$ cat config.mk
export PLATFORM = sky130hd
export DESIGN_NAME = blob_corner_extent_tracker
export DESIGN_NICKNAME = d
export VERILOG_FILES = /design/src/bcet_pkg.sv /design/src/bcet_div.sv /design/src/blob_corner_extent_tracker.sv
export SDC_FILE = /design/constraint.sdc
export NUM_CORES = 1
export LEC_CHECK = 0
export BUFFER_PORTS_ARGS = -buffer_cell sky130_fd_sc_hd__buf_4
export CAP_MARGIN = 40
export CORE_UTILIZATION = 53
export CTS_BUF_LIST = sky130_fd_sc_hd__clkbuf_8
export DETAILED_ROUTE_END_ITERATION = 10
export PLACE_DENSITY = 0.85
export REMOVE_ABC_BUFFERS = 1
export SETUP_SLACK_MARGIN = 0.15
export SYNTH_ARGS = -nofsm -noshare
export SYNTH_HDL_FRONTEND = slang
export SYNTH_SLANG_ARGS = --single-unit
$ cat constraint.sdc
create_clock -name clk -period 4.7 [get_ports clk]
set_clock_uncertainty 0.15 [all_clocks]
set_input_delay 0.94 -clock clk [delete_from_list [all_inputs] [get_ports clk]]
set_output_delay 0.94 -clock clk [all_outputs]
set_load 0.1 [all_outputs]
$ cat src/bcet_pkg.sv
`default_nettype none

package bcet_pkg;

  localparam int PIX_W         = 24;
  localparam int DIM_W         = 13;
  localparam int COORD_BITS    = 12;
  localparam int FRACTION_BITS = 16;
  localparam int NORM_W        = 16;
  localparam int STEP_W        = $clog2(PIX_W + 1);
  localparam int ADDR_W        = 3;
  localparam int DATA_W        = 32;

  localparam logic [COORD_BITS-1:0] COORD_MAX    = {COORD_BITS{1'b1}};
  localparam logic [NORM_W-1:0]     NORM_SAT     = NORM_W'((64'd1 << FRACTION_BITS) - 64'd1);
  localparam logic [STEP_W-1:0]     STEPS_SPLIT  = STEP_W'(PIX_W);
  localparam logic [STEP_W-1:0]     STEPS_FRAC   = STEP_W'(FRACTION_BITS);
  localparam logic [DIM_W-1:0]      WIDTH_RESET  = DIM_W'(640);
  localparam logic [DIM_W-1:0]      HEIGHT_RESET = DIM_W'(480);

  localparam logic REG_IMAGE_WIDTH  = 1'b0;
  localparam logic REG_IMAGE_HEIGHT = 1'b1;

  typedef enum logic [2:0] {
    ST_IDLE,
    ST_SPLIT,
    ST_NX,
    ST_NY,
    ST_UPD
  } state_t;

  typedef struct packed {
    logic [PIX_W-1:0] pixel_index;
    logic             last_corner;
  } in_t;

  typedef struct packed {
    logic [NORM_W-1:0]     norm_x;
    logic [NORM_W-1:0]     norm_y;
    logic [COORD_BITS-1:0] box_min_x;
    logic [COORD_BITS-1:0] box_max_x;
    logic [COORD_BITS-1:0] box_min_y;
    logic [COORD_BITS-1:0] box_max_y;
    logic [PIX_W-1:0]      min_x_pixel;
    logic [PIX_W-1:0]      max_x_pixel;
    logic [PIX_W-1:0]      min_y_pixel;
    logic [PIX_W-1:0]      max_y_pixel;
    logic                  blob_done;
  } out_t;

  typedef struct packed {
    logic              start;
    logic [DIM_W-1:0]  rem_init;
    logic [PIX_W-1:0]  dividend;
    logic [DIM_W-1:0]  divisor;
    logic [STEP_W-1:0] steps;
  } div_req_t;

  typedef struct packed {
    logic             done;
    logic [PIX_W-1:0] quo;
    logic [DIM_W-1:0] rem;
  } div_rsp_t;

endpackage

`default_nettype wire

$ cat src/bcet_div.sv
`default_nettype none

module bcet_div import bcet_pkg::*; (
  input  wire logic     clk,
  input  wire logic     rst_n,
  input  wire div_req_t req,
  output div_rsp_t      rsp
);

  logic              busy_r, busy_nxt;
  logic              done_r, done_nxt;
  logic [STEP_W-1:0] cnt_r, cnt_nxt;
  logic [DIM_W-1:0]  rem_r, rem_nxt;
  logic [PIX_W-1:0]  quo_r, quo_nxt;
  logic [DIM_W-1:0]  div_r, div_nxt;
  logic [DIM_W:0]    shifted;
  logic [DIM_W+1:0]  diff;

  always_comb begin
    shifted  = {rem_r, quo_r[PIX_W-1]};
    diff     = {1'b0, shifted} - {2'b00, div_r};
    busy_nxt = busy_r;
    done_nxt = 1'b0;
    cnt_nxt  = cnt_r;
    rem_nxt  = rem_r;
    quo_nxt  = quo_r;
    div_nxt  = div_r;
    if (req.start) begin
      busy_nxt = 1'b1;
      cnt_nxt  = req.steps;
      rem_nxt  = req.rem_init;
      quo_nxt  = req.dividend;
      div_nxt  = req.divisor;
    end else if (busy_r) begin
      cnt_nxt = cnt_r - STEP_W'(1);
      if (!diff[DIM_W+1]) begin
        rem_nxt = diff[DIM_W-1:0];
        quo_nxt = {quo_r[PIX_W-2:0], 1'b1};
      end else begin
        rem_nxt = shifted[DIM_W-1:0];
        quo_nxt = {quo_r[PIX_W-2:0], 1'b0};
      end
      if (cnt_r == STEP_W'(1)) begin
        busy_nxt = 1'b0;
        done_nxt = 1'b1;
      end
    end
  end

  always_ff @(posedge clk) begin
    if (!rst_n) begin
      busy_r <= 1'b0;
      done_r <= 1'b0;
      cnt_r  <= '0;
    end else begin
      busy_r <= busy_nxt;
      done_r <= done_nxt;
      cnt_r  <= cnt_nxt;
    end
    rem_r <= rem_nxt;
    quo_r <= quo_nxt;
    div_r <= div_nxt;
  end

  assign rsp.done = done_r;
  assign rsp.quo  = quo_r;
  assign rsp.rem  = rem_r;

endmodule

`default_nettype wire

$ cat src/blob_corner_extent_tracker.sv
`default_nettype none

// Tracks the bounding box of one blob from its corner pixel indexes, one transaction per
// corner, and reports each corner's column and row as Q0.16 fractions of the image width
// and height. All three divisions run on a single restoring divider that produces one
// quotient bit per clock: first it splits the index into row and column, then it forms
// the horizontal fraction and, unless the row lies outside the image and the vertical
// fraction saturates, the vertical fraction. The input is not ready while a corner is
// being worked on; a finished result waits in the output register. The user must write
// image width and height over the APB port only while the block is idle; the block itself
// does not enforce this. A value of zero acts as one.

module blob_corner_extent_tracker import bcet_pkg::*; (
  input  wire logic              clk,
  input  wire logic              rst_n,
  input  wire logic              in_valid,
  output logic                   in_ready,
  input  wire in_t               in_data,
  output logic                   out_valid,
  input  wire logic              out_ready,
  output out_t                   out_data,
  input  wire logic              cfg_psel,
  input  wire logic              cfg_penable,
  input  wire logic              cfg_pwrite,
  input  wire logic [ADDR_W-1:0] cfg_paddr,
  input  wire logic [DATA_W-1:0] cfg_pwdata,
  output logic      [DATA_W-1:0] cfg_prdata,
  output logic                   cfg_pready
);

  state_t                state_r, state_nxt;
  div_req_t              req_r, req_nxt;
  div_rsp_t              div_rsp;
  logic [DIM_W-1:0]      width_r, height_r;
  logic [DIM_W-1:0]      w_eff, h_eff;
  logic                  cfg_wr;
  logic [PIX_W-1:0]      pix_r, pix_nxt;
  logic                  last_r, last_nxt;
  logic [PIX_W-1:0]      row_r, row_nxt;
  logic [DIM_W-1:0]      col_r, col_nxt;
  logic [NORM_W-1:0]     nx_r, nx_nxt;
  logic [NORM_W-1:0]     ny_r, ny_nxt;
  logic                  have_first_r, have_first_nxt;
  logic [COORD_BITS-1:0] min_x_r, min_x_nxt, max_x_r, max_x_nxt;
  logic [COORD_BITS-1:0] min_y_r, min_y_nxt, max_y_r, max_y_nxt;
  logic [PIX_W-1:0]      min_x_pix_r, min_x_pix_nxt, max_x_pix_r, max_x_pix_nxt;
  logic [PIX_W-1:0]      min_y_pix_r, min_y_pix_nxt, max_y_pix_r, max_y_pix_nxt;
  logic [COORD_BITS-1:0] cx, cy;
  logic                  out_valid_r, out_valid_nxt;
  out_t                  out_r, out_nxt;

  assign cfg_pready = 1'b1;
  assign cfg_wr     = cfg_psel && cfg_penable && cfg_pwrite;

  always_ff @(posedge clk) begin
    if (!rst_n) begin
      width_r  <= WIDTH_RESET;
      height_r <= HEIGHT_RESET;
    end else if (cfg_wr) begin
      case (cfg_paddr[2])
        REG_IMAGE_WIDTH:  width_r  <= cfg_pwdata[DIM_W-1:0];
        REG_IMAGE_HEIGHT: height_r <= cfg_pwdata[DIM_W-1:0];
        default: ;
      endcase
    end
  end

  always_comb begin
    case (cfg_paddr[2])
      REG_IMAGE_WIDTH:  cfg_prdata = DATA_W'(width_r);
      REG_IMAGE_HEIGHT: cfg_prdata = DATA_W'(height_r);
      default:          cfg_prdata = '0;
    endcase
  end

  assign w_eff = (width_r == '0) ? DIM_W'(1) : width_r;
  assign h_eff = (height_r == '0) ? DIM_W'(1) : height_r;

  bcet_div u_div (
    .clk   (clk),
    .rst_n (rst_n),
    .req   (req_r),
    .rsp   (div_rsp)
  );

  assign in_ready  = (state_r == ST_IDLE);
  assign out_valid = out_valid_r;
  assign out_data  = out_r;

  assign cx = (col_r > DIM_W'(COORD_MAX)) ? COORD_MAX : col_r[COORD_BITS-1:0];
  assign cy = (row_r > PIX_W'(COORD_MAX)) ? COORD_MAX : row_r[COORD_BITS-1:0];

  always_comb begin
    state_nxt      = state_r;
    req_nxt        = req_r;
    req_nxt.start  = 1'b0;
    pix_nxt        = pix_r;
    last_nxt       = last_r;
    row_nxt        = row_r;
    col_nxt        = col_r;
    nx_nxt         = nx_r;
    ny_nxt         = ny_r;
    have_first_nxt = have_first_r;
    min_x_nxt      = min_x_r;
    max_x_nxt      = max_x_r;
    min_y_nxt      = min_y_r;
    max_y_nxt      = max_y_r;
    min_x_pix_nxt  = min_x_pix_r;
    max_x_pix_nxt  = max_x_pix_r;
    min_y_pix_nxt  = min_y_pix_r;
    max_y_pix_nxt  = max_y_pix_r;
    out_nxt        = out_r;
    out_valid_nxt  = out_valid_r && !out_ready;
    case (state_r)
      ST_IDLE: begin
        if (in_valid) begin
          pix_nxt          = in_data.pixel_index;
          last_nxt         = in_data.last_corner;
          req_nxt.start    = 1'b1;
          req_nxt.rem_init = '0;
          req_nxt.dividend = in_data.pixel_index;
          req_nxt.divisor  = w_eff;
          req_nxt.steps    = STEPS_SPLIT;
          state_nxt        = ST_SPLIT;
        end
      end
      ST_SPLIT: begin
        if (div_rsp.done) begin
          row_nxt          = div_rsp.quo;
          col_nxt          = div_rsp.rem;
          req_nxt.start    = 1'b1;
          req_nxt.rem_init = div_rsp.rem;
          req_nxt.dividend = '0;
          req_nxt.divisor  = w_eff;
          req_nxt.steps    = STEPS_FRAC;
          state_nxt        = ST_NX;
        end
      end
      ST_NX: begin
        if (div_rsp.done) begin
          nx_nxt = div_rsp.quo[NORM_W-1:0];
          if (row_r >= PIX_W'(h_eff)) begin
            ny_nxt    = NORM_SAT;
            state_nxt = ST_UPD;
          end else begin
            req_nxt.start    = 1'b1;
            req_nxt.rem_init = row_r[DIM_W-1:0];
            req_nxt.dividend = '0;
            req_nxt.divisor  = h_eff;
            req_nxt.steps    = STEPS_FRAC;
            state_nxt        = ST_NY;
          end
        end
      end
      ST_NY: begin
        if (div_rsp.done) begin
          ny_nxt    = div_rsp.quo[NORM_W-1:0];
          state_nxt = ST_UPD;
        end
      end
      ST_UPD: begin
        if (!out_valid_r || out_ready) begin
          if (!have_first_r) begin
            min_x_nxt     = cx;
            max_x_nxt     = cx;
            min_y_nxt     = cy;
            max_y_nxt     = cy;
            min_x_pix_nxt = pix_r;
            max_x_pix_nxt = pix_r;
            min_y_pix_nxt = pix_r;
            max_y_pix_nxt = pix_r;
          end else begin
            if (cx < min_x_r) begin
              min_x_nxt     = cx;
              min_x_pix_nxt = pix_r;
            end
            if (cx > max_x_r) begin
              max_x_nxt     = cx;
              max_x_pix_nxt = pix_r;
            end
            if (cy < min_y_r) begin
              min_y_nxt     = cy;
              min_y_pix_nxt = pix_r;
            end
            if (cy > max_y_r) begin
              max_y_nxt     = cy;
              max_y_pix_nxt = pix_r;
            end
          end
          have_first_nxt      = !last_r;
          out_nxt.norm_x      = nx_r;
          out_nxt.norm_y      = ny_r;
          out_nxt.box_min_x   = min_x_nxt;
          out_nxt.box_max_x   = max_x_nxt;
          out_nxt.box_min_y   = min_y_nxt;
          out_nxt.box_max_y   = max_y_nxt;
          out_nxt.min_x_pixel = min_x_pix_nxt;
          out_nxt.max_x_pixel = max_x_pix_nxt;
          out_nxt.min_y_pixel = min_y_pix_nxt;
          out_nxt.max_y_pixel = max_y_pix_nxt;
          out_nxt.blob_done   = last_r;
          out_valid_nxt       = 1'b1;
          state_nxt           = ST_IDLE;
        end
      end
      default: state_nxt = ST_IDLE;
    endcase
  end

  always_ff @(posedge clk) begin
    if (!rst_n) begin
      state_r      <= ST_IDLE;
      req_r.start  <= 1'b0;
      have_first_r <= 1'b0;
      out_valid_r  <= 1'b0;
    end else begin
      state_r      <= state_nxt;
      req_r.start  <= req_nxt.start;
      have_first_r <= have_first_nxt;
      out_valid_r  <= out_valid_nxt;
    end
    req_r.rem_init <= req_nxt.rem_init;
    req_r.dividend <= req_nxt.dividend;
    req_r.divisor  <= req_nxt.divisor;
    req_r.steps    <= req_nxt.steps;
    pix_r          <= pix_nxt;
    last_r         <= last_nxt;
    row_r          <= row_nxt;
    col_r          <= col_nxt;
    nx_r           <= nx_nxt;
    ny_r           <= ny_nxt;
    min_x_r        <= min_x_nxt;
    max_x_r        <= max_x_nxt;
    min_y_r        <= min_y_nxt;
    max_y_r        <= max_y_nxt;
    min_x_pix_r    <= min_x_pix_nxt;
    max_x_pix_r    <= max_x_pix_nxt;
    min_y_pix_r    <= min_y_pix_nxt;
    max_y_pix_r    <= max_y_pix_nxt;
    out_r          <= out_nxt;
  end

`ifndef SYNTHESIS
  // Once a corner is taken, the input stays closed while it is worked on.
  a_busy_after_accept: assert property (@(posedge clk) disable iff (!rst_n)
    (in_valid && in_ready) |=> !in_ready)
    else $error("input ready straight after an accepted transaction");

  // A reported box never has its least extent above its greatest.
  a_box_ordered: assert property (@(posedge clk) disable iff (!rst_n)
    out_valid |-> (out_data.box_min_x <= out_data.box_max_x &&
                   out_data.box_min_y <= out_data.box_max_y))
    else $error("bounding box extents out of order");

  // The divider only finishes while the sequencer waits for it.
  a_div_done_expected: assert property (@(posedge clk) disable iff (!rst_n)
    div_rsp.done |-> (state_r == ST_SPLIT || state_r == ST_NX || state_r == ST_NY))
    else $error("divider finished outside a division state");

  // A new result is loaded only when the output register is free or being emptied.
  a_no_overwrite: assert property (@(posedge clk) disable iff (!rst_n)
    (out_valid && !out_ready) |=> out_valid)
    else $error("pending result lost");
`endif

endmodule

`default_nettype wire

## Word-level counts from Yosys, hierarchy flattened

Cells that the tools add are included.
W data, S select, Z words.

| storage, ports and cells | value |
|---|---|
| memory bits (read-only) | 0 |
| word-level logic and storage cells | 139 |
| latch bits | 0 |
| memories | 0 |
| register bits | 415 |
| input port bits | 67 |
| memory bits (writable) | 0 |
| output and inout bits | 212 |

| cells by class | value |
|---|---|
| equal/unequal tests | 16 |
| multiplexer cells | 51 |
| reductions and logical operators | 27 |
| bitwise logic cells | 3 |
| divide/modulo/power cells | 0 |
| shifts and indexed selects | 0 |
| add/sub/neg operators | 2 |
| multiply operators | 0 |
| $lt $le $gt $ge | 7 |

Operators by type and width:

| kind | count |
|---|---|
| $mux W24 | 10 |
| $mux W56 | 4 |
| $pmux W56 S3 | 1 |
| $mux W12 | 10 |
| $mux W13 | 5 |
| $pmux W32 S2 | 1 |
| $mux W16 | 3 |
| $pmux W16 S2 | 1 |
| $logic_not A13 Y1 | 2 |
| $ge A24 B13 Y1 | 1 |
| $gt A12 B12 Y1 | 2 |
| $gt A24 B12 Y1 const B | 1 |
| $lt A12 B12 Y1 | 2 |
| $mux W3 | 6 |
| $pmux W3 S5 | 1 |
| $sub A14 B13 Y15 | 1 |
| $ne A2 B1 Y1 const B | 7 |
| $gt A13 B12 Y1 const B | 1 |
| $reduce_and A2 Y1 | 6 |
| $reduce_and A3 Y1 | 4 |
| $mux W5 | 2 |
| $reduce_and A5 Y1 | 2 |
| $ne A2 B2 Y1 const B | 4 |
| $mux W1 | 7 |
| other kinds (14) | 22 |

## Depth between registers and ports, before layout

Gate-level depths: netlist of the first run.

| logic depth | value |
|---|---|
| depth in word-level cells | 6 |
| gate-level depth with buffers | 13 |

## By module

Synthesis of the first run repeated with hierarchy kept, for this count alone.

| unflattened totals | value |
|---|---|
| cell total of the unflattened synthesis | 1113 |
| area total of the unflattened synthesis | 16792.4 um2 |

Modules (own cells, without submodules):

| module | area each (um2) | cells an instance | seq. area each (um2) | instances |
|---|---|---|---|---|
| blob_corner_extent_tracker | 13573.0 | 848 | 10339.9 | 1 |
| bcet_div | 3219.3 | 265 | 1641.6 | 1 |

## Worst setup path before layout of the first run

No wires, ideal clock.

| path | value |
|---|---|
| path kind | input to register |
| from | input out_ready |
| to | register out_r (netlist bit out_data[121]) (enable) |
| slack | 0.273 ns |
| library setup time | 0.442 ns |
| data arrival time | 3.835 ns |
| buffers on the path | 0 |
| stages on the path | 5 |
| data required time | 4.108 ns |
| cell sequence | nor2b_1 -> nand2b_1 -> inv_1 -> nand2_1 -> o22ai_1 |

| between the ends | value |
|---|---|
| longest elaborated chain between the ends | 2 |

RTL lines:

| what | line | source |
|---|---|---|
| from (decl) | blob_corner_extent_tracker.sv:20 | `input wire logic out_ready,` |
| $logic_or A1 B1 Y1 | blob_corner_extent_tracker.sv:162 | `if (!out_valid_r \|\| out_ready) begin` |
| $reduce_and A3 Y1 (no source line) | n/a |  |
| to (signal assigned) | blob_corner_extent_tracker.sv:240 | `out_r <= out_nxt;` |
| to (decl) | blob_corner_extent_tracker.sv:50 | `out_t out_r, out_nxt;` |

No other way between the ends.
A chain may end at the register's enable or synchronous reset.

==> results of run 1 <==
-- state kept, by name, summed over array words and instances (netlist names), 3 cells and up --
name	cells
u_div.rem_r	13
height_r	13
width_r	13
out_data	177
row_r	24
state_r	3
u_div.div_r	13
nx_r	16
ny_r	16
pix_r	24
col_r	13
req_r	53
u_div.quo_r	24
u_div.cnt_r	5
-- metrics by stage --
| stage | setup TNS [ns] | hold slack, ns |
|---|---|---|
| detailed placement | 0 | 0.255 |
| global route | 0 | 0.270 |
| CTS | 0 | 0.264 |
| floorplan | -66.50 | 0.250 |
| finish | 0 | 0.266 |
| global placement | 0 | 0.252 |
-- cell usage in the layout (no fill, tap or decap), types with 4 or more instances in the layout --
master and instances:
a21boi_0 21, a21o_1 18, a21oi_1 21, a22o_1 27, and2_1 27, buf_12 5, buf_4 248, clkbuf_8 71
clkinv_1 10, conb_1 20, dfxtp_1 38, edfxtp_1 373, ha_1 74, inv_1 114, mux2_2 40, nand2_1 77
nand2b_1 17, nand3_1 10, nand3b_1 5, nand4_1 8, nor2_1 22, nor2b_1 13, nor3_1 11, nor4_1 7
o2111ai_1 4, o211ai_1 8, o21a_1 8, o21ai_0 14, o21ai_1 4, o31ai_1 4, or2_2 29, or3_1 4
xnor2_1 6, xor2_1 5
-- worst max-delay path: stages, from the launching register on --
cell and delay (ns):
edfxtp_1 0.37, or4_4 0.57, nor4_4 0.71, nand2b_1 0.26, ha_1 0.37, a21o_1 0.19, a21o_1 0.17, a21oi_1 0.15
o21ai_0 0.10, a21oi_1 0.16, o41a_2 0.36, buf_12 0.24
-- cell families after synthesis --
family,synth area share
flops,0.714
simple gates,0.0832
compound gates,0.0714
buf+inv,0.0385
fa+ha+maj,0.0564
mux,0.0300
xor+xnor,0.00574
other cells,0.000448
-- final timing paths --
check / slack, ns / cells after the start / endpoint
setup / recovery: 0.55 / 11 / out_data[28]
hold / removal: 0.27 / 0 / out_data[148]
setup reg to reg: 0.55 / 11 / out_data[28]
hold reg to reg: 0.27 / 0 / out_data[148]
-- routing by layer --
layer | vias up | track usage
met5 | - | 0
met3 | 105 | 0.0583
li1 | 4634 | -
met4 | 2 | 0.111
met1 | 4976 | 0.274
met2 | 434 | 0.376
-- power groups by stage --
stage,Clock (uW),Combinational (uW),Sequential (uW)
4_1_cts,2920,652,4250
2_1_floorplan,0,470,4290
6_report,2870,654,4250
5_1_grt,3070,706,4260
3_5_place_dp,0,648,4330
3_3_place_gp,0,614,4320
-- area by class of cell --
cell class / count / share of cell area
well taps: 396 / 0.0245
multi-input cells: 567 / 0.209
clock buffers: 71 / 0.0482
repair buffers: 254 / 0.0974
clock inverters: 48 / 0.0125
flip-flops and latches: 412 / 0.592
inverters: 88 / 0.0163
==> impl_metrics.env, run 1 <==
export IMPL_placed_area_sq_um=19000
export IMPL_cts_made_buffers=67
export IMPL_synth_top_area_cell="edfxtp_1"
export IMPL_port_buffers=237
export IMPL_avgSynthCellArea_sq_um=15.2
export IMPL_synth_cells=1102
export IMPL_top_layer="met5"
export IMPL_placed_cells=1717
export IMPL_fillers=2045
export IMPL_min_period_ns=4.15
export IMPL_worstPathArrival_ns=4.27
export IMPL_synth_edff_count=373
export IMPL_cp_startpoint="row_r[20]"
export IMPL_grt_pass1_vias=10262
export IMPL_clkPwrFrac=0.369
export IMPL_outcome="finished with violations"
export IMPL_synthTopCellsByArea="edfxtp_1 (67%), ha_1 (5.5%), dfxtp_1 (4.7%)"
export IMPL_routed_via_density=5.53
export IMPL_p_switching_uw=1910
export IMPL_cts_resized=0
export IMPL_slew_headroom=0.357
export IMPL_stdcell_count=1836
export IMPL_route_met3_wl_mm=2.92
export IMPL_failed_checks="DRC"
export IMPL_min_from="ny_r[3]"
export IMPL_yosysMostFrequentCell="edfxtp_1"
export IMPL_grt_usage=0.226
export IMPL_synth_common_cells="edfxtp_1 (373), inv_1 (87), nand2_1 (77)"
export IMPL_multiInputGateArea_sq_um=4240
export IMPL_ys_ff_latch=412
export IMPL_synthArstFlopShare=0
export IMPL_io_pins=279
export IMPL_ant_nets=0
export IMPL_ys_seq_area_frac=0.714
export IMPL_grt_max_degree=73
export IMPL_num_nets_final=1532
export IMPL_p_int_uw=5870
export IMPL_place_congestion=0.888
export IMPL_grt_pass1_wl_mm=56.1
export IMPL_critPathKind="reg2reg"
export IMPL_dr_wl_met2_mm=17.8
export IMPL_synth_cell_type_count=75
export IMPL_post_cts_buffers=0
export IMPL_dr_total_vias=10151
export IMPL_path_clk_slew_ns=0.06
export IMPL_cts_hold_buf=0
export IMPL_met1Wirelength_mm=14.5
export IMPL_dr_pass1_iters=10
export IMPL_drt_wirelength_per_cell_microns=20.0
export IMPL_regArea_sq_um=12000
export IMPL_fmax_mhz=241
export IMPL_finalInstanceArea_sq_um=20300
export IMPL_antenna_found_initial=1
export IMPL_drtIter0Drc=767
export IMPL_report_final_slew_viol_count=0
export IMPL_cts_sinks=412
export IMPL_netlist_area_leader_share=0.668
export IMPL_yosysWarningCount=0
export IMPL_initial_core_util=0.544
export IMPL_pre_cts_ws_ns=0.583
export IMPL_die_area_sq_um=32400
export IMPL_hold_class="reg2reg"
export IMPL_drt_wl_total_mm=36.7
export IMPL_tightest_slew_ns=0.940
export IMPL_r2r_start="row_r[20]"
export IMPL_crit_required_ns=4.81
export IMPL_p_comb_frac=0.084
export IMPL_drv_cap=0
export IMPL_ir_drop_v=0.000278
export IMPL_fin_crit_sh=0.884
export IMPL_finalSetupViolCount=0
export IMPL_switching_share=0.245
export IMPL_cp_start_kind="flip-flop"
export IMPL_cts_buffer_depth=3
export IMPL_rsz0062_at_grt="no"
export IMPL_cp_end_kind="flip-flop"
export IMPL_drive_above_1_share=0.296
export IMPL_drc_errors=11
export IMPL_cts_root_buffer="clkbuf_8"
export IMPL_cts_max_level=3
export IMPL_cts_tree="done"
export IMPL_netlist_area_sq_um=16800
export IMPL_syn_to_final_growth_pct=20.8
export IMPL_powerDensity_nw_per_um2=384
export IMPL_die_x_microns=180
export IMPL_utilization=0.657
export IMPL_hpwl_mm=25.0
export IMPL_clk_insertion_delay_late_ns=0.58
export IMPL_coreArea_sq_um=30800
export IMPL_crit_fanout=27
export IMPL_synth_ff_type="edfxtp_1"
export IMPL_grt_overflow=0
export IMPL_num_rows=64
export IMPL_die_h_microns=180
export IMPL_n_antenna_cell=0
export IMPL_power_frac_seq=0.547
export IMPL_hold_violations=0
export IMPL_finalWorstSetupSlack_ns=0.547
export IMPL_total_leakage_power_uw=0.00795
export IMPL_totalPowerFinal_uw=7780
No activity file was read; power rests on OpenSTA's default activity.
==> run 2, diff against run 1 <==
--- a/config.mk
+++ b/config.mk
@@ -7,10 +7,10 @@
 export LEC_CHECK = 0
 export BUFFER_PORTS_ARGS = -buffer_cell sky130_fd_sc_hd__buf_4
 export CAP_MARGIN = 40
-export CORE_UTILIZATION = 53
+export CORE_UTILIZATION = 45
 export CTS_BUF_LIST = sky130_fd_sc_hd__clkbuf_8
 export DETAILED_ROUTE_END_ITERATION = 10
-export PLACE_DENSITY = 0.85
+export PLACE_DENSITY = 0.75
 export REMOVE_ABC_BUFFERS = 1
 export SETUP_SLACK_MARGIN = 0.15
 export SYNTH_ARGS = -nofsm -noshare
==> run 2 against run 1 <==
The flow now finishes without violations. Combinational power down 1%. Sequential power about the same. Critical path type unchanged. Register-to-register slack better by 0.13 ns. Critical endpoint is now out_data[9]. Flip-flop and latch count unchanged. Via count down 1.8%. Sequential share of layout area down 0.36 points. Die area up 18%. Largest power group unchanged. Routed wire length down 0.43%.
==> impl_metrics.env, run 2 (synthesis results as in run 1) <==
export IMPL_largest_reg_flops=177
export IMPL_grt_usage=0.192
export IMPL_cts_sinks=412
export IMPL_dr_total_vias=9966
export IMPL_utilization=0.557
export IMPL_grt_pass1_vias=10143
export IMPL_syn_to_final_growth_pct=21.5
export IMPL_slew_headroom=0.405
export IMPL_cts_tree="done"
export IMPL_cts_hold_buf=0
export IMPL_top_regs="out_data: 177 flops, req_r: 53 flops"
export IMPL_crit_path_frequent_cell="o21a_1"
export IMPL_hpwl_mm=25.0
export IMPL_place_congestion=0.861
export IMPL_drc_errors=0
export IMPL_drive_above_1_share=0.297
export IMPL_port_buffers=237
export IMPL_routed_via_density=5.21
export IMPL_die_x_microns=195
export IMPL_antenna_found_initial=5
export IMPL_post_cts_buffers=0
export IMPL_cts_root_buffer="clkbuf_8"
export IMPL_initial_core_util=0.458
export IMPL_cts_max_level=3
export IMPL_ant_nets=0
export IMPL_stdcell_count=1913
export IMPL_die_area_sq_um=38100
export IMPL_cts_resized=0
export IMPL_die_h_microns=195
export IMPL_dr_pass1_iters=6
export IMPL_drv_cap=0
export IMPL_report_final_slew_viol_count=0
export IMPL_grt_max_degree=73
export IMPL_crit_path_cell_trace="or4_4, nor4_4, nand2b_1, ha_1, nor2b_1, o21a_1, o21a_1, o21ai_0, nand4b_1, a41o_2, buf_12"
export IMPL_cts_buffer_depth=3
export IMPL_final_common_cell="edfxtp_1"
export IMPL_cp_end_kind="flip-flop"
export IMPL_drtIter0Drc=584
export IMPL_num_nets_final=1532
export IMPL_tightest_slew_ns=0.892
export IMPL_hold_class="reg2reg"
export IMPL_grt_pass1_wl_mm=55.7
export IMPL_pre_cts_ws_ns=0.672
export IMPL_crit_required_ns=4.86
export IMPL_fillers=2917
export IMPL_grt_overflow=0
export IMPL_worstPathArrival_ns=4.18
export IMPL_finalSetupViolCount=0
export IMPL_finalWorstSetupSlack_ns=0.676
export IMPL_clk_insertion_delay_late_ns=0.60
export IMPL_layout_common_cells="edfxtp_1 (373), buf_4 (245), inv_1 (110), nand2_1 (77), clkbuf_8 (77)"
export IMPL_reg2regPathDepth=11
export IMPL_placed_cells=1787
export IMPL_drt_wirelength_per_cell_microns=19.1
export IMPL_critPathKind="reg2reg"
export IMPL_fmax_mhz=249
export IMPL_total_leakage_power_uw=0.00795
export IMPL_outcome="finished, final reports clean"
export IMPL_totalPowerFinal_uw=7780
export IMPL_hold_depth=0
export IMPL_num_rows=70
export IMPL_crit_fanout=30
export IMPL_cts_made_buffers=69
export IMPL_ir_drop_v=0.000262
export IMPL_powerDensity_nw_per_um2=382
export IMPL_cp_start_kind="flip-flop"
export IMPL_slowest_stage="nor4_4"
export IMPL_drt_wl_total_mm=36.6
export IMPL_slowest_delay_ns=0.63
export IMPL_min_period_ns=4.02
export IMPL_rsz0062_at_grt="no"
export IMPL_coreArea_sq_um=36600
export IMPL_registers_top_by_ff_count="out_data"
export IMPL_io_pins=279
export IMPL_hold_violations=0
export IMPL_fin_crit_sh=0.856
export IMPL_path_clk_slew_ns=0.06
==> run 2: final timing paths <==
| path | to | from | slack [ns] |
|---|---|---|---|
| worst max register to register | out_data[9] | row_r[14] | 0.68 |
| worst max-delay path | out_data[9] | row_r[14] | 0.68 |
| worst min register to register | out_data[153] | ny_r[8] | 0.26 |
| worst min-delay path | out_data[153] | ny_r[8] | 0.26 |
==> run 2: metal layers <==
layer,up-vias,GRT usage,share of wire
met4,4,0.0784,0.026
met1,4870,0.246,0.42
met2,374,0.306,0.47
li1,4648,-,-
met3,70,0.0566,0.084
met5,-,0,0.00074
==> run 2: through the flow <==
step	hold WS [ns]	instance area, sq um	TNS (ns)
after floorplan	0.250	16500	-66.50
after detailed placement	0.255	19100	0
final	0.256	20400	0
after CTS	0.261	20400	0
after global placement	0.251	19000	0
after global routing	0.271	20400	0
==> run 2: critical path, delay by kind of cell (launching register included) <==
family / cells / cell delay (ns)
simple gates: 5 / 1.75
flops: 1 / 0.39
fa+ha+maj: 1 / 0.36
buf+inv: 1 / 0.20
compound gates: 4 / 0.87
==> run 2: cell type report <==
type                    count  area [sq um]  area share
multi-input cells         567          4250       0.209
clock buffers              77          1060      0.0520
diodes                      2          5.00    0.000246
well taps                 468           586      0.0287
clock inverters            47           198     0.00970
repair buffers            252          1970      0.0965
flip-flops and latches    412         12000       0.588
inverters                  88           330      0.0162
==> run 2: report_power, final <==
| group | leakage (uW) | switching, uW | internal (uW) |
|---|---|---|---|
| combinational | 0.00351 | 403 | 244 |
| clock | 0.000732 | 1380 | 1500 |
| sequential | 0.00370 | 97.2 | 4160 |
